--- config.mk ---
export PLATFORM = sky130hd
export DESIGN_NAME = ffra_ctrl
export DESIGN_NICKNAME = d
export VERILOG_FILES = /design/src/rtl/core/ffra_pkg.sv /design/src/rtl/core/ffra_ctrl.sv
export SDC_FILE = /design/constraint.sdc
export NUM_CORES = 1
export LEC_CHECK = 0
export ABC_AREA = 1
export BUFFER_PORTS_ARGS = -buffer_cell sky130_fd_sc_hd__buf_2
export CORE_MARGIN = 2
export CORE_UTILIZATION = 51
export DETAILED_ROUTE_END_ITERATION = 6
export PLACE_DENSITY = 0.77
export SLEW_MARGIN = 20
export SYNTH_ARGS = -nofsm -noshare
export SYNTH_HDL_FRONTEND = slang
export SYNTH_SLANG_ARGS = --single-unit
--- constraint.sdc ---
create_clock -name clk -period 2.2 [get_ports clk]
set_clock_uncertainty 0.1 [all_clocks]
set_input_delay 0.55 -clock clk [delete_from_list [all_inputs] [get_ports clk]]
set_output_delay 0.55 -clock clk [all_outputs]
set_load 0.02 [all_outputs]
--- src/rtl/core/ffra_pkg.sv ---
// shared types and constants of the first-fit region allocator
package ffra_pkg;

    // request kinds
    localparam logic [1:0] REQ_ADD   = 2'd0;
    localparam logic [1:0] REQ_ALLOC = 2'd1;
    localparam logic [1:0] REQ_FREE  = 2'd2;

    // result status codes
    localparam logic [1:0] ST_OK         = 2'd0;
    localparam logic [1:0] ST_ALLOC_FAIL = 2'd1;
    localparam logic [1:0] ST_NOT_FOUND  = 2'd2;
    localparam logic [1:0] ST_IGNORED    = 2'd3;

    // only firmware type one is usable memory
    localparam logic [31:0] USABLE_TYPE = 32'd1;

    typedef struct packed {
        logic [1:0]  req_type;
        logic [63:0] addr;
        logic [63:0] length;
        logic [5:0]  align_log2;
        logic [31:0] region_type;
    } ffra_in_t;

    typedef struct packed {
        logic [1:0]  status;
        logic [63:0] result_addr;
    } ffra_out_t;

    typedef enum logic [4:0] {
        S_IDLE, S_DISPATCH,
        S_O_ADDR, S_O_DATA, S_O_CALC, S_O_TEST,
        S_R_ADDR, S_R_DATA, S_X_ADDR, S_X_DATA,
        S_P_ADDR, S_P_DATA, S_SH_ADDR, S_SH_DATA,
        S_F_ADDR, S_F_DATA, S_FS_ADDR, S_FS_DATA,
        S_DONE
    } ffra_state_t;

    typedef enum logic [4:0] {
        OP_NONE, OP_LOAD, OP_ADD, OP_SETST, OP_NEXT_PHASE,
        OP_ORD, OP_CAND, OP_END, OP_INEXT, OP_JCLR, OP_JINC,
        OP_RRD, OP_XRD, OP_ACCEPT, OP_PRD, OP_SHSTART,
        OP_SHRD, OP_SHWR, OP_INSWR, OP_FRD, OP_FMATCH,
        OP_FSRD, OP_FSWR, OP_FDEC
    } ffra_op_t;

    typedef struct packed {
        ffra_op_t   op;
        logic [1:0] st;
    } ffra_cmd_t;

    typedef struct packed {
        logic [1:0] kind;
        logic       phase;
        logic       found;
        logic       full;
        logic       i_ge_r;
        logic       i_ge_e;
        logic       j_ge_r;
        logic       j_ge_e;
        logic       i_eq_j;
        logic       cand_v;
        logic       in_region;
        logic       conflict;
        logic       le_best;
        logic       match;
    } ffra_stat_t;

endpackage

--- src/rtl/core/ffra_ctrl.sv ---
// allocator controller state machine
module ffra_ctrl
    import ffra_pkg::*;
(
    input  logic       clk,
    input  logic       rst_n,
    input  logic       start,
    input  ffra_stat_t stat,
    output ffra_cmd_t  cmd,
    output logic       busy,
    output logic       done
);

    ffra_state_t state_reg, state_next;

    // state register
    always_ff @(posedge clk or negedge rst_n)
    begin
        if (!rst_n)
        begin
            state_reg <= S_IDLE;
        end
        else
        begin
            state_reg <= state_next;
        end
    end

    // next state and commands
    always_comb
    begin
        state_next = state_reg;
        cmd.op     = OP_NONE;
        cmd.st     = ST_OK;
        busy       = (state_reg != S_IDLE);
        done       = 1'b0;
        unique case (state_reg)
            S_IDLE:
            begin
                if (start)
                begin
                    cmd.op     = OP_LOAD;
                    state_next = S_DISPATCH;
                end
            end
            S_DISPATCH:
            begin
                unique case (stat.kind)
                    REQ_ADD:
                    begin
                        cmd.op     = OP_ADD;
                        state_next = S_DONE;
                    end
                    REQ_ALLOC:
                    begin
                        if (stat.full)
                        begin
                            cmd.op     = OP_SETST;
                            cmd.st     = ST_ALLOC_FAIL;
                            state_next = S_DONE;
                        end
                        else
                        begin
                            state_next = S_O_ADDR;
                        end
                    end
                    REQ_FREE: state_next = S_F_ADDR;
                    default:
                    begin
                        cmd.op     = OP_SETST;
                        cmd.st     = ST_IGNORED;
                        state_next = S_DONE;
                    end
                endcase
            end
            S_O_ADDR:
            begin
                if (!stat.phase && stat.i_ge_r)
                begin
                    cmd.op = OP_NEXT_PHASE;
                end
                else if (stat.phase && stat.i_ge_e)
                begin
                    if (stat.found)
                    begin
                        cmd.op     = OP_JCLR;
                        state_next = S_P_ADDR;
                    end
                    else
                    begin
                        cmd.op     = OP_SETST;
                        cmd.st     = ST_ALLOC_FAIL;
                        state_next = S_DONE;
                    end
                end
                else
                begin
                    cmd.op     = OP_ORD;
                    state_next = S_O_DATA;
                end
            end
            S_O_DATA:
            begin
                cmd.op     = OP_CAND;
                state_next = S_O_CALC;
            end
            S_O_CALC:
            begin
                cmd.op     = OP_END;
                state_next = S_O_TEST;
            end
            S_O_TEST:
            begin
                if (stat.cand_v)
                begin
                    state_next = S_R_ADDR;
                end
                else
                begin
                    cmd.op     = OP_INEXT;
                    state_next = S_O_ADDR;
                end
            end
            S_R_ADDR:
            begin
                if (stat.j_ge_r)
                begin
                    cmd.op     = OP_INEXT;
                    state_next = S_O_ADDR;
                end
                else
                begin
                    cmd.op     = OP_RRD;
                    state_next = S_R_DATA;
                end
            end
            S_R_DATA:
            begin
                if (stat.in_region)
                begin
                    cmd.op     = OP_JCLR;
                    state_next = S_X_ADDR;
                end
                else
                begin
                    cmd.op     = OP_JINC;
                    state_next = S_R_ADDR;
                end
            end
            S_X_ADDR:
            begin
                if (stat.j_ge_e)
                begin
                    cmd.op     = OP_ACCEPT;
                    state_next = S_O_ADDR;
                end
                else
                begin
                    cmd.op     = OP_XRD;
                    state_next = S_X_DATA;
                end
            end
            S_X_DATA:
            begin
                if (stat.conflict)
                begin
                    cmd.op     = OP_INEXT;
                    state_next = S_O_ADDR;
                end
                else
                begin
                    cmd.op     = OP_JINC;
                    state_next = S_X_ADDR;
                end
            end
            S_P_ADDR:
            begin
                if (stat.j_ge_e)
                begin
                    cmd.op     = OP_SHSTART;
                    state_next = S_SH_ADDR;
                end
                else
                begin
                    cmd.op     = OP_PRD;
                    state_next = S_P_DATA;
                end
            end
            S_P_DATA:
            begin
                if (stat.le_best)
                begin
                    cmd.op     = OP_JINC;
                    state_next = S_P_ADDR;
                end
                else
                begin
                    cmd.op     = OP_SHSTART;
                    state_next = S_SH_ADDR;
                end
            end
            S_SH_ADDR:
            begin
                if (stat.i_eq_j)
                begin
                    cmd.op     = OP_INSWR;
                    state_next = S_DONE;
                end
                else
                begin
                    cmd.op     = OP_SHRD;
                    state_next = S_SH_DATA;
                end
            end
            S_SH_DATA:
            begin
                cmd.op     = OP_SHWR;
                state_next = S_SH_ADDR;
            end
            S_F_ADDR:
            begin
                if (stat.i_ge_e)
                begin
                    cmd.op     = OP_SETST;
                    cmd.st     = ST_NOT_FOUND;
                    state_next = S_DONE;
                end
                else
                begin
                    cmd.op     = OP_FRD;
                    state_next = S_F_DATA;
                end
            end
            S_F_DATA:
            begin
                if (stat.match)
                begin
                    cmd.op     = OP_FMATCH;
                    state_next = S_FS_ADDR;
                end
                else
                begin
                    cmd.op     = OP_INEXT;
                    state_next = S_F_ADDR;
                end
            end
            S_FS_ADDR:
            begin
                if (stat.j_ge_e)
                begin
                    cmd.op     = OP_FDEC;
                    state_next = S_DONE;
                end
                else
                begin
                    cmd.op     = OP_FSRD;
                    state_next = S_FS_DATA;
                end
            end
            S_FS_DATA:
            begin
                cmd.op     = OP_FSWR;
                state_next = S_FS_ADDR;
            end
            S_DONE:
            begin
                done       = 1'b1;
                state_next = S_IDLE;
            end
            default: state_next = S_IDLE;
        endcase
    end

endmodule

### After elaboration in Yosys (flattened, before gate mapping)

Cells that the tools add are included.
W data, S select, Z words.

* input port bits: 18
* register bits: 5
* word-level logic and storage cells: 74
* output and inout bits: 9

* mux-type cells: 43
* eq/ne operators: 22
* reductions and logical operators: 8

Operators by type and width (number)
* $pmux W5 S18: 2
* $mux W5: 12
* $eq A5 B4 Y1 const B: 8
* $mux W4: 6
* $eq A5 B3 Y1 const B: 4
* $mux W2: 9
* $eq A5 B5 Y1 const B: 3
* $mux W3: 5
* $pmux W2 S3: 2
* $eq A5 B2 Y1 const B: 2
* $pmux W5 S2: 1
* $eq A5 B1 Y1 const B: 1
* $logic_not A5 Y1: 1
* $mux W1: 5
* $reduce_bool A5 Y1: 1
* $ne A2 B2 Y1 const B: 2
* $pmux W2 S2: 1
* $eq A2 B1 Y1 const B: 1
* $eq A2 B2 Y1 const B: 1
* $logic_and A1 B1 Y1: 2
* $logic_not A2 Y1: 1
* $reduce_and A2 Y1: 1
* $reduce_or A2 Y1: 1
* $logic_not A1 Y1: 1

### Longest topological paths before layout

Gate-level depths: netlist of run 1.

* depth in word-level cells: 4
* depth in mapped cells: 10
* gate-level depth less buffers: 9

### Worst setup path before layout of run 1

OpenSTA, ideal clock, no wires.

* path kind: register to output
* from: register state_reg[0]
* to: output port cmd[1] in the netlist's numbering
* path buffers: 0
* cell stages (with the launch flop): 6
* setup slack: 0.186 ns
* arrival: 1.364 ns
* required time: 1.550 ns
* cell sequence: dfrtp_1 inv_1 nand2_1 nor2_1 nand2_1 o21ai_0

RTL lines
* start: declaration: line ffra_ctrl.sv:14 `ffra_state_t state_reg, state_next;`
* start signal: assignment: line ffra_ctrl.sv:25 `state_reg <= state_next;`
* end: declaration: line ffra_ctrl.sv:9 `output ffra_cmd_t cmd,`

==> reports/metrics.csv, run 1 <==
metric,value,unit
htree_levels,1,
dp_hpwl,2210,µm
drive_above_1_share,48.8,%
wl_per_cell,14.7,µm
cp_max_fo,5,
p_total,0.00161,W
relSlewSlack,82.8,%
drc,0,
p_per_area,1230,mW/mm²
ys.flop_type,dfrtp_1,
r2r_setup_slack,620,ps
drtAntennaViolNets,0,
syn_inst,161,
globalRouteOverflowTotal,0,
synth.area.top_cells,"nand2_1 (17%), dfrtp_1 (14%), nor2_1 (13%)",
worstPathArrival,1650,ps
row_count,15,
synth_area,891,µm²
period_needed,2300,ps
drtIter0Drc,81,
drt_pre_antenna_iters,5,
max_freq,435,MHz
grt_max_degree,11,
leakagePower,0.706,nW
critical_path_class,reg2out,
synth_most_common_cell,nand2_1,
yosysSeqAreaShare,14.0,%
synth_area_per_cell,5.53,µm²
coreArea,0.00169,mm²
synth_edf_count,0,
status,"complete, but fails checks",
endpoint_kind,primary output,
grt_use_total,30.0,%
initial_core_util,52.7,%
cts_root_buffer,clkbuf_4,
dieArea,0.00210,mm²
hold_violations,0,
fin_util,77.8,%
violations,setup timing,
synth_cell_types,24,
final_cell_count_no_fill,220,
yosys-top-cells-count,"nand2_1 (40), nor2_1 (32), inv_1 (17)",
clock_path_buffers,2,
grt_pass1_vias,1026,
final.setup.tns,-283,ps
area_growth_syn_to_layout,47.5,%
multi_input_area,762,µm²
setup_violations,6,
cts_buffers,3,
synthArstFlopShare,100,%
clkSinkCount,5,
finalWirelength,3230,µm
ir_worst_vdd,0.821,mV
report.final.slew_viol_count,0,
seqCellArea,130,µm²
fp.dieH,45.8,µm
cts_tree,yes,
clock_latency,250,ps
diodes,0,
fin_nets,222,
start_kind,register,
rr_worst_depth,8,
reg2reg_to,state_reg[3]$_DFFE_PN0P_,
io_pins,27,
portBuffers,26,
rsz0062_at_grt,true,
dp_slack,99.7,ps
yosysTopAreaCellShare,16.9,%
r2r-start,state_reg[1]$_DFFE_PN0P_,
tightestPinTransition,257,ps
clkTransAtPathRegs,50,ps
finalCritPeriodShare,105,%
placed_cells,205,
antenna_found_initial,0,
largest_reg_flops,5,
viasPerCell,5.68,
yosysWarningCount,0,
min_path_type,in2async,
setup_ws,-101,ps
cap_violations,0,
required,1550,ps
die_width,45.8,µm
fillers,131,
yosys.area.top_type,nand2_1,
gp_congestion,0.992,
ys_ff_latch,5,
syn_nets,179,
vias,1250,
grt_pass1_wl,4490,µm
how the worst max path moves through the flow:
stage               slack, ps                startpoint  endpoint  cells past startpoint
floorplan                 190  state_reg[0]$_DFFE_PN0P_    cmd[1]                      5
global placement           80  state_reg[4]$_DFFE_PN0P_    cmd[2]                      9
detailed placement        100  state_reg[4]$_DFFE_PN0P_    cmd[3]                      9
CTS                       -50  state_reg[2]$_DFFE_PN0P_    cmd[5]                      7
global route             -170  state_reg[1]$_DFFE_PN0P_    cmd[2]                      8
finish                   -100  state_reg[1]$_DFFE_PN0P_    cmd[2]                      8
placed cells by master, fill, tap and decap left out, types with 2 or more instances in the layout:
cell / Yosys / routed
nand2_1: 40 / 37
nor2_1: 32 / 23
buf_2: 0 / 20
inv_1: 17 / 14
nand3_1: 16 / 13
buf_4: 0 / 13
nor2_4: 5 / 9
inv_2: 8 / 9
nand3_2: 5 / 8
nor2_2: 2 / 7
nand2_2: 6 / 6
buf_6: 1 / 5
o21ai_0: 7 / 4
dfrtp_2: 0 / 4
inv_4: 1 / 3
nand2_4: 0 / 3
nor3_1: 4 / 3
o21ai_2: 1 / 3
clkbuf_4: 0 / 3
nand4_1: 2 / 2
nor3_2: 2 / 2
final cells by class:
type | count | area share, %
Multi-Input combinational cell | 128 | 58.0
Clock buffer | 4 | 2.00
Sequential cell | 5 | 9.90
Timing Repair Buffer | 39 | 20.1
Inverter | 27 | 8.38
Tap cell | 17 | 1.62
metal layers:
metal	track usage, %	share of wire [%]
met5	0	0
met3	4.37	10
met4	10.3	3.6
met1	40.2	37
met2	49.0	49
stage by stage:
stage / hold WS (ps) / area, µm²
4_1_cts: 9.46 / 1190
2_1_floorplan: 154 / 891
3_3_place_gp: 263 / 1050
6_report: 552 / 1310
3_5_place_dp: 265 / 1050
5_1_grt: 546 / 1310
power by group:
part           internal [W]  switching [W]
logic              0.000494       0.000786
clock network     0.0000688      0.0000410
registers          0.000135      0.0000863
timing repair:
| action | in CTS | in global routing |
|---|---|---|
| buffers inserted | 6 | 3 |
| gates cloned | 0 | 1 |
| hold buffers | 0 | 1 |
| setup endpoints to repair | 7 | 7 |
| pin swaps | 5 | 5 |
| gates resized for setup | 21 | 31 |
| hold endpoints to repair | 0 | 2 |
cells by family after synthesis:
| logic type | count (synthesis) | synth area share [%] |
|---|---|---|
| simple gates | 115 | 63.6 |
| compound gates | 13 | 9.27 |
| buf+inv | 28 | 13.1 |
| flops | 5 | 14.0 |
worst max-delay path: stages (launching register included):
cell	delay, ps
dfrtp_2	480
inv_2	130
nand2_2	90
nor2_2	170
nand2_1	130
o211ai_1	130
nor2_1	60
nand3_1	80
buf_4	140
No activity file was read; power rests on OpenSTA's default activity.
==> inputs of run 2 (changes only) <==
--- a/config.mk
+++ b/config.mk
@@ -10,6 +10,7 @@
 export CORE_MARGIN = 2
 export CORE_UTILIZATION = 51
 export DETAILED_ROUTE_END_ITERATION = 6
+export MAX_ROUTING_LAYER = met4
 export PLACE_DENSITY = 0.77
 export SLEW_MARGIN = 20
 export SYNTH_ARGS = -nofsm -noshare
==> run 2 against run 1 <==
Effect of this change: the flow still finishes with violations (setup timing); sequential share of layout area is 0.29 points higher; setup slack gained 0.67 ps; total power up 2.7%; die area did not move; clock power is essentially flat; design area down 2.9%; critical path depth unchanged; register-to-register slack better by 80 ps; via count up 2.2%; critical path type unchanged; largest power group unchanged.
==> reports/metrics.csv, run 2 (synthesis gave the netlist of run 1 again) <==
metric,value,unit
status,"complete, but fails checks",
violations,setup timing,
cts_hold_buf,0,
final_cell_mix,"nand2_1 (35), nor2_1 (24), buf_2 (20), inv_1 (14), nand3_1 (14)",
drt_pre_antenna_iters,4,
finalWirelength,3380,µm
final_common_cell,nand2_1,
dp_hpwl,2260,µm
endpoint_kind,primary output,
cp_max_fo,5,
report.final.slew_viol_count,0,
seqCellArea,130,µm²
drtAntennaViolNets,0,
cap_violations,0,
fin_nets,217,
grt_use_total,34.8,%
drtIter0Drc,34,
fin_util,75.6,%
period_needed,2300,ps
ir_worst_vdd,0.874,mV
min_path_type,in2async,
coreArea,0.00169,mm²
multi_input_area,761,µm²
antenna_found_initial,0,
holdWs,4.61,ps
clkSinkCount,5,
placed_cells,204,
vias,1277,
start_kind,register,
required,1550,ps
setup_ws,-100,ps
grt_pass1_vias,1155,
grt_max_degree,11,
setup_violations,6,
initial_core_util,52.7,%
portBuffers,26,
drive_above_1_share,47.0,%
dieArea,0.00210,mm²
clock_latency,250,ps
p_sw_share,57.4,%
row_count,15,
comb_power_share,80.6,%
clkTransAtPathRegs,50,ps
area_growth_syn_to_layout,43.3,%
fillers,139,
diodes,0,
dp_slack,99.9,ps
max_freq,435,MHz
io_pins,27,
clock_path_buffers,2,
critical_path_class,reg2out,
p_seq_share,12.8,%
hold_violations,0,
final_cell_count_no_fill,215,
globalRouteOverflowTotal,0,
cts_tree,yes,
rsz0062_at_grt,true,
htree_levels,1,
largest_reg_flops,5,
wl_per_cell,15.7,µm
tightestPinTransition,242,ps
p_int,0.000705,W
leakagePower,0.690,nW
clkPwrFrac,6.6,%
cts_buffers,3,
p_per_area,1300,mW/mm²
die_width,45.8,µm
worstPathArrival,1650,ps
fp.dieH,45.8,µm
grt_pass1_wl,5010,µm
p_sw,0.000949,W
cts_root_buffer,clkbuf_4,
relSlewSlack,83.7,%
finalCritPeriodShare,105,%
gp_congestion,1.01,
viasPerCell,5.94,
drc,0,
## run 2: through the flow
stage | power (W) | cell area, µm² | TNS (ps)
final | 0.00165 | 1280 | -453
after global routing | 0.00175 | 1280 | -909
after CTS | 0.00145 | 1200 | -77.0
after detailed placement | 0.00111 | 1040 | 0
after global placement | 0.00111 | 1040 | 0
after floorplan | 0.000861 | 891 | 0
## run 2: final timing paths
check	start	endpoint	slack [ps]	cells after the start
max	state_reg[2]$_DFFE_PN0P_	cmd[6]	-100	8
min	rst_n	state_reg[4]$_DFFE_PN0P_	5	1
max reg2reg	state_reg[1]$_DFFE_PN0P_	state_reg[2]$_DFFE_PN0P_	700	7
min reg2reg	state_reg[4]$_DFFE_PN0P_	state_reg[4]$_DFFE_PN0P_	760	4
max in group asynchronous	rst_n	state_reg[2]$_DFFE_PN0P_	1840	1
min in group clk	stat[2]	state_reg[1]$_DFFE_PN0P_	550	5
## run 2: layout make-up
type,instances,share of cell area (%)
Clock buffer,4,2.06
Tap cell,17,1.67
Inverter,27,8.63
Multi-Input combinational cell,128,59.6
Sequential cell,5,10.2
Timing Repair Buffer,34,17.8
## run 2: critical path, cell delays in order, from the launching register on
cell and delay (ps):
dfrtp_2 460, nor2_4 200, inv_2 110, nor2_4 100, nand2_1 80, nand2_1 100
inv_1 90, o2111ai_1 90, buf_4 170
## run 2: per-layer routing
| metal | share of wire [%] | vias up | track usage [%] |
|---|---|---|---|
| met3 | 9.9 | 25 | 7.54 |
| met1 | 37 | 581 | 39.0 |
| met5 | 0 | - | - |
| met4 | 5.1 | 0 | 18.3 |
| met2 | 48 | 84 | 57.2 |
| li1 | - | 587 | - |
## run 2: what timing repair did
| item | in CTS | in global routing |
|---|---|---|
| setup buffers | 5 | 2 |
| resized for setup | 34 | 17 |
| endpoints found under the setup margin | 7 | 8 |
| pin swaps | 6 | 5 |
## run 2: power by group through the flow
stage / combinational [W] / clock (W) / sequential, W
2_1_floorplan: 0.000688 / 0 / 0.000174
3_3_place_gp: 0.000925 / 0 / 0.000182
3_5_place_dp: 0.000928 / 0 / 0.000185
4_1_cts: 0.00114 / 0.000107 / 0.000202
5_1_grt: 0.00142 / 0.000116 / 0.000215
6_report: 0.00133 / 0.000109 / 0.000212
==> inputs of run 3 (changes only) <==
--- a/config.mk
+++ b/config.mk
@@ -7,7 +7,6 @@
 export LEC_CHECK = 0
 export ABC_AREA = 1
 export BUFFER_PORTS_ARGS = -buffer_cell sky130_fd_sc_hd__buf_2
-export CORE_MARGIN = 2
 export CORE_UTILIZATION = 51
 export DETAILED_ROUTE_END_ITERATION = 6
 export MAX_ROUTING_LAYER = met4
==> constraint.sdc (replaced) <==
create_clock -name clk -period 2.2 [get_ports clk]
set_clock_uncertainty 0.1 [all_clocks]
set_input_delay 0.55 -clock clk [delete_from_list [all_inputs] [get_ports clk]]
set_output_delay 0.55 -clock clk [all_outputs]
set_load 0.01 [all_outputs]
==> run 3 against run 2 <==
Effect of this change: the run ends with DRC, setup timing left; cell count grew 3.3%; flip-flop and latch count is the same; setup slack gained 25 ps; count of clock-buffer cells in the layout is the same; critical path depth is the same; combinational power shrank 6%; hold slack gained 1.4 ps; sequential power grew 8%; first-iteration DRC count grew 130%; sequential share of layout area shrank 0.27 points; design area grew 3.7%; global-route usage shrank 1.9 points; critical path type unchanged; critical endpoint is now cmd[3]; largest power group unchanged; highest routed layer unchanged.
==> reports/metrics.csv, run 3 (synthesis gave the netlist of run 1 again) <==
metric,value,unit
fin_nets,225,
leakagePower,0.721,nW
row_count,14,
drt_pre_antenna_iters,7,
start_kind,register,
drive_above_1_share,50.5,%
io_pins,27,
clock_latency,250,ps
report.final.slew_viol_count,0,
cp_slowest_stage_delay,480,ps
largest_reg_flops,5,
initial_core_util,56.5,%
finalWirelength,3410,µm
final_cell_count_no_fill,222,
dp_hpwl,2160,µm
critical_path_class,reg2out,
area_growth_syn_to_layout,48.6,%
cp_max_fo,5,
required,1550,ps
clkPwrFrac,7.0,%
p_sw_share,55.4,%
routed-wl-met2,1600,µm
diodes,0,
placed_cells,203,
rsz0062_at_grt,true,
hold_violations,0,
cts_tree,yes,
fillers,112,
vias,1329,
seqCellArea,131,µm²
finalCritPeriodShare,103,%
grt_pass1_vias,1083,
grt_use_total,32.9,%
clock_path_buffers,2,
comb_power_share,78.6,%
gp_congestion,1.05,
grt_max_degree,7,
violations,"DRC, setup timing",
crit_buf_inv,2,
viasPerCell,5.99,
dr_wl_met3,373,µm
p_int,0.000708,W
p_sw,0.000878,W
path_cells,"nor2_4, nand2_2, inv_2, a21oi_2, nand3_1, nor2_1, nand2_1, buf_2",
cts_root_buffer,clkbuf_4,
cap_violations,0,
grt_pass1_wl,4590,µm
dr.max_layer_used,met4,
die_width,43.8,µm
final_common_cell,nand2_1,
tightestPinTransition,247,ps
fin_util,84.0,%
wl_per_cell,15.4,µm
drc,3,
setup_ws,-75.7,ps
htree_levels,1,
clkTransAtPathRegs,60,ps
cp_slowest_cell,dfrtp_2,
path_delay_family,flip-flops,
cts_hold_buf,0,
min_path_type,in2async,
clkSinkCount,5,
final_area,0.00132,mm²
drtIter0Drc,77,
period_needed,2280,ps
placed_cell_area,0.00104,mm²
coreArea,0.00158,mm²
multi_input_area,767,µm²
p_seq_share,14.3,%
fp.dieH,43.8,µm
final.setup.tns,-285,ps
p_per_area,1200,mW/mm²
setup_violations,6,
max_freq,439,MHz
portBuffers,26,
final_cell_mix,"nand2_1 (34), buf_2 (26), nor2_1 (22), inv_1 (15)",
endpoint_kind,primary output,
dieArea,0.00192,mm²
status,"complete, but fails checks",
drtAntennaViolNets,0,
met1_length,1180,µm
cts_buffers,3,
globalRouteOverflowTotal,0,
antenna_found_initial,0,
worstPathArrival,1630,ps
relSlewSlack,83.5,%
ir_worst_vdd,1.09,mV
==> run 3: changes by cell type in the layout (fill, tap and decap cells not counted), sizes merged <==
cell  before  now
buf       34   42
==> run 3: metal layers <==
| layer | vias up | track usage, % |
|---|---|---|
| li1 | 601 | - |
| met5 | - | - |
| met3 | 40 | 4.58 |
| met2 | 113 | 54.3 |
| met4 | 0 | 4.38 |
| met1 | 575 | 43.4 |
==> run 3: final cells by class <==
| cell class | count | area share (%) |
|---|---|---|
| multi-input combinational | 128 | 57.9 |
| timing repair buffer | 42 | 20.1 |
| sequential | 5 | 9.92 |
| inverter | 27 | 8.51 |
| clock buffer | 4 | 1.98 |
| tap | 16 | 1.51 |
==> run 3: worst paths after layout <==
kind / startpoint / endpoint / cells past startpoint / slack [ps]
min in group clk: stat[2] / state_reg[1]$_DFFE_PN0P_ / 5 / 560
max reg2reg: state_reg[0]$_DFFE_PN0P_ / state_reg[3]$_DFFE_PN0P_ / 8 / 620
min reg2reg: state_reg[4]$_DFFE_PN0P_ / state_reg[4]$_DFFE_PN0P_ / 4 / 750
max: state_reg[1]$_DFFE_PN0P_ / cmd[3] / 8 / -80
max in group asynchronous: rst_n / state_reg[2]$_DFFE_PN0P_ / 1 / 1820
min: rst_n / state_reg[1]$_DFFE_PN0P_ / 1 / 6
==> run 3: what timing repair did <==
item / 4_1_cts / 5_1_grt
endpoints found under the hold margin: 0 / 0
cloned: 0 / 0
resized for setup: 14 / 29
pin swaps: 1 / 12
setup endpoints to repair: 7 / 7
buffers inserted: 4 / 11
==> run 3: stage by stage <==
step	power [W]	hold slack [ps]	setup WS, ps
floorplan	0.000790	154	374
global placement	0.00102	264	91.3
detailed placement	0.00102	268	102
CTS	0.00123	10.1	-20.1
global route	0.00168	9.92	-143
finish	0.00159	6.01	-75.7
==> run 3: power by group through the flow <==
stage               Sequential (W)  Clock (W)  Combinational (W)
global placement          0.000180          0           0.000837
CTS                       0.000199   0.000107           0.000923
detailed placement        0.000181          0           0.000840
global route              0.000234   0.000118            0.00133
floorplan                 0.000174          0           0.000616
finish                    0.000228   0.000111            0.00125
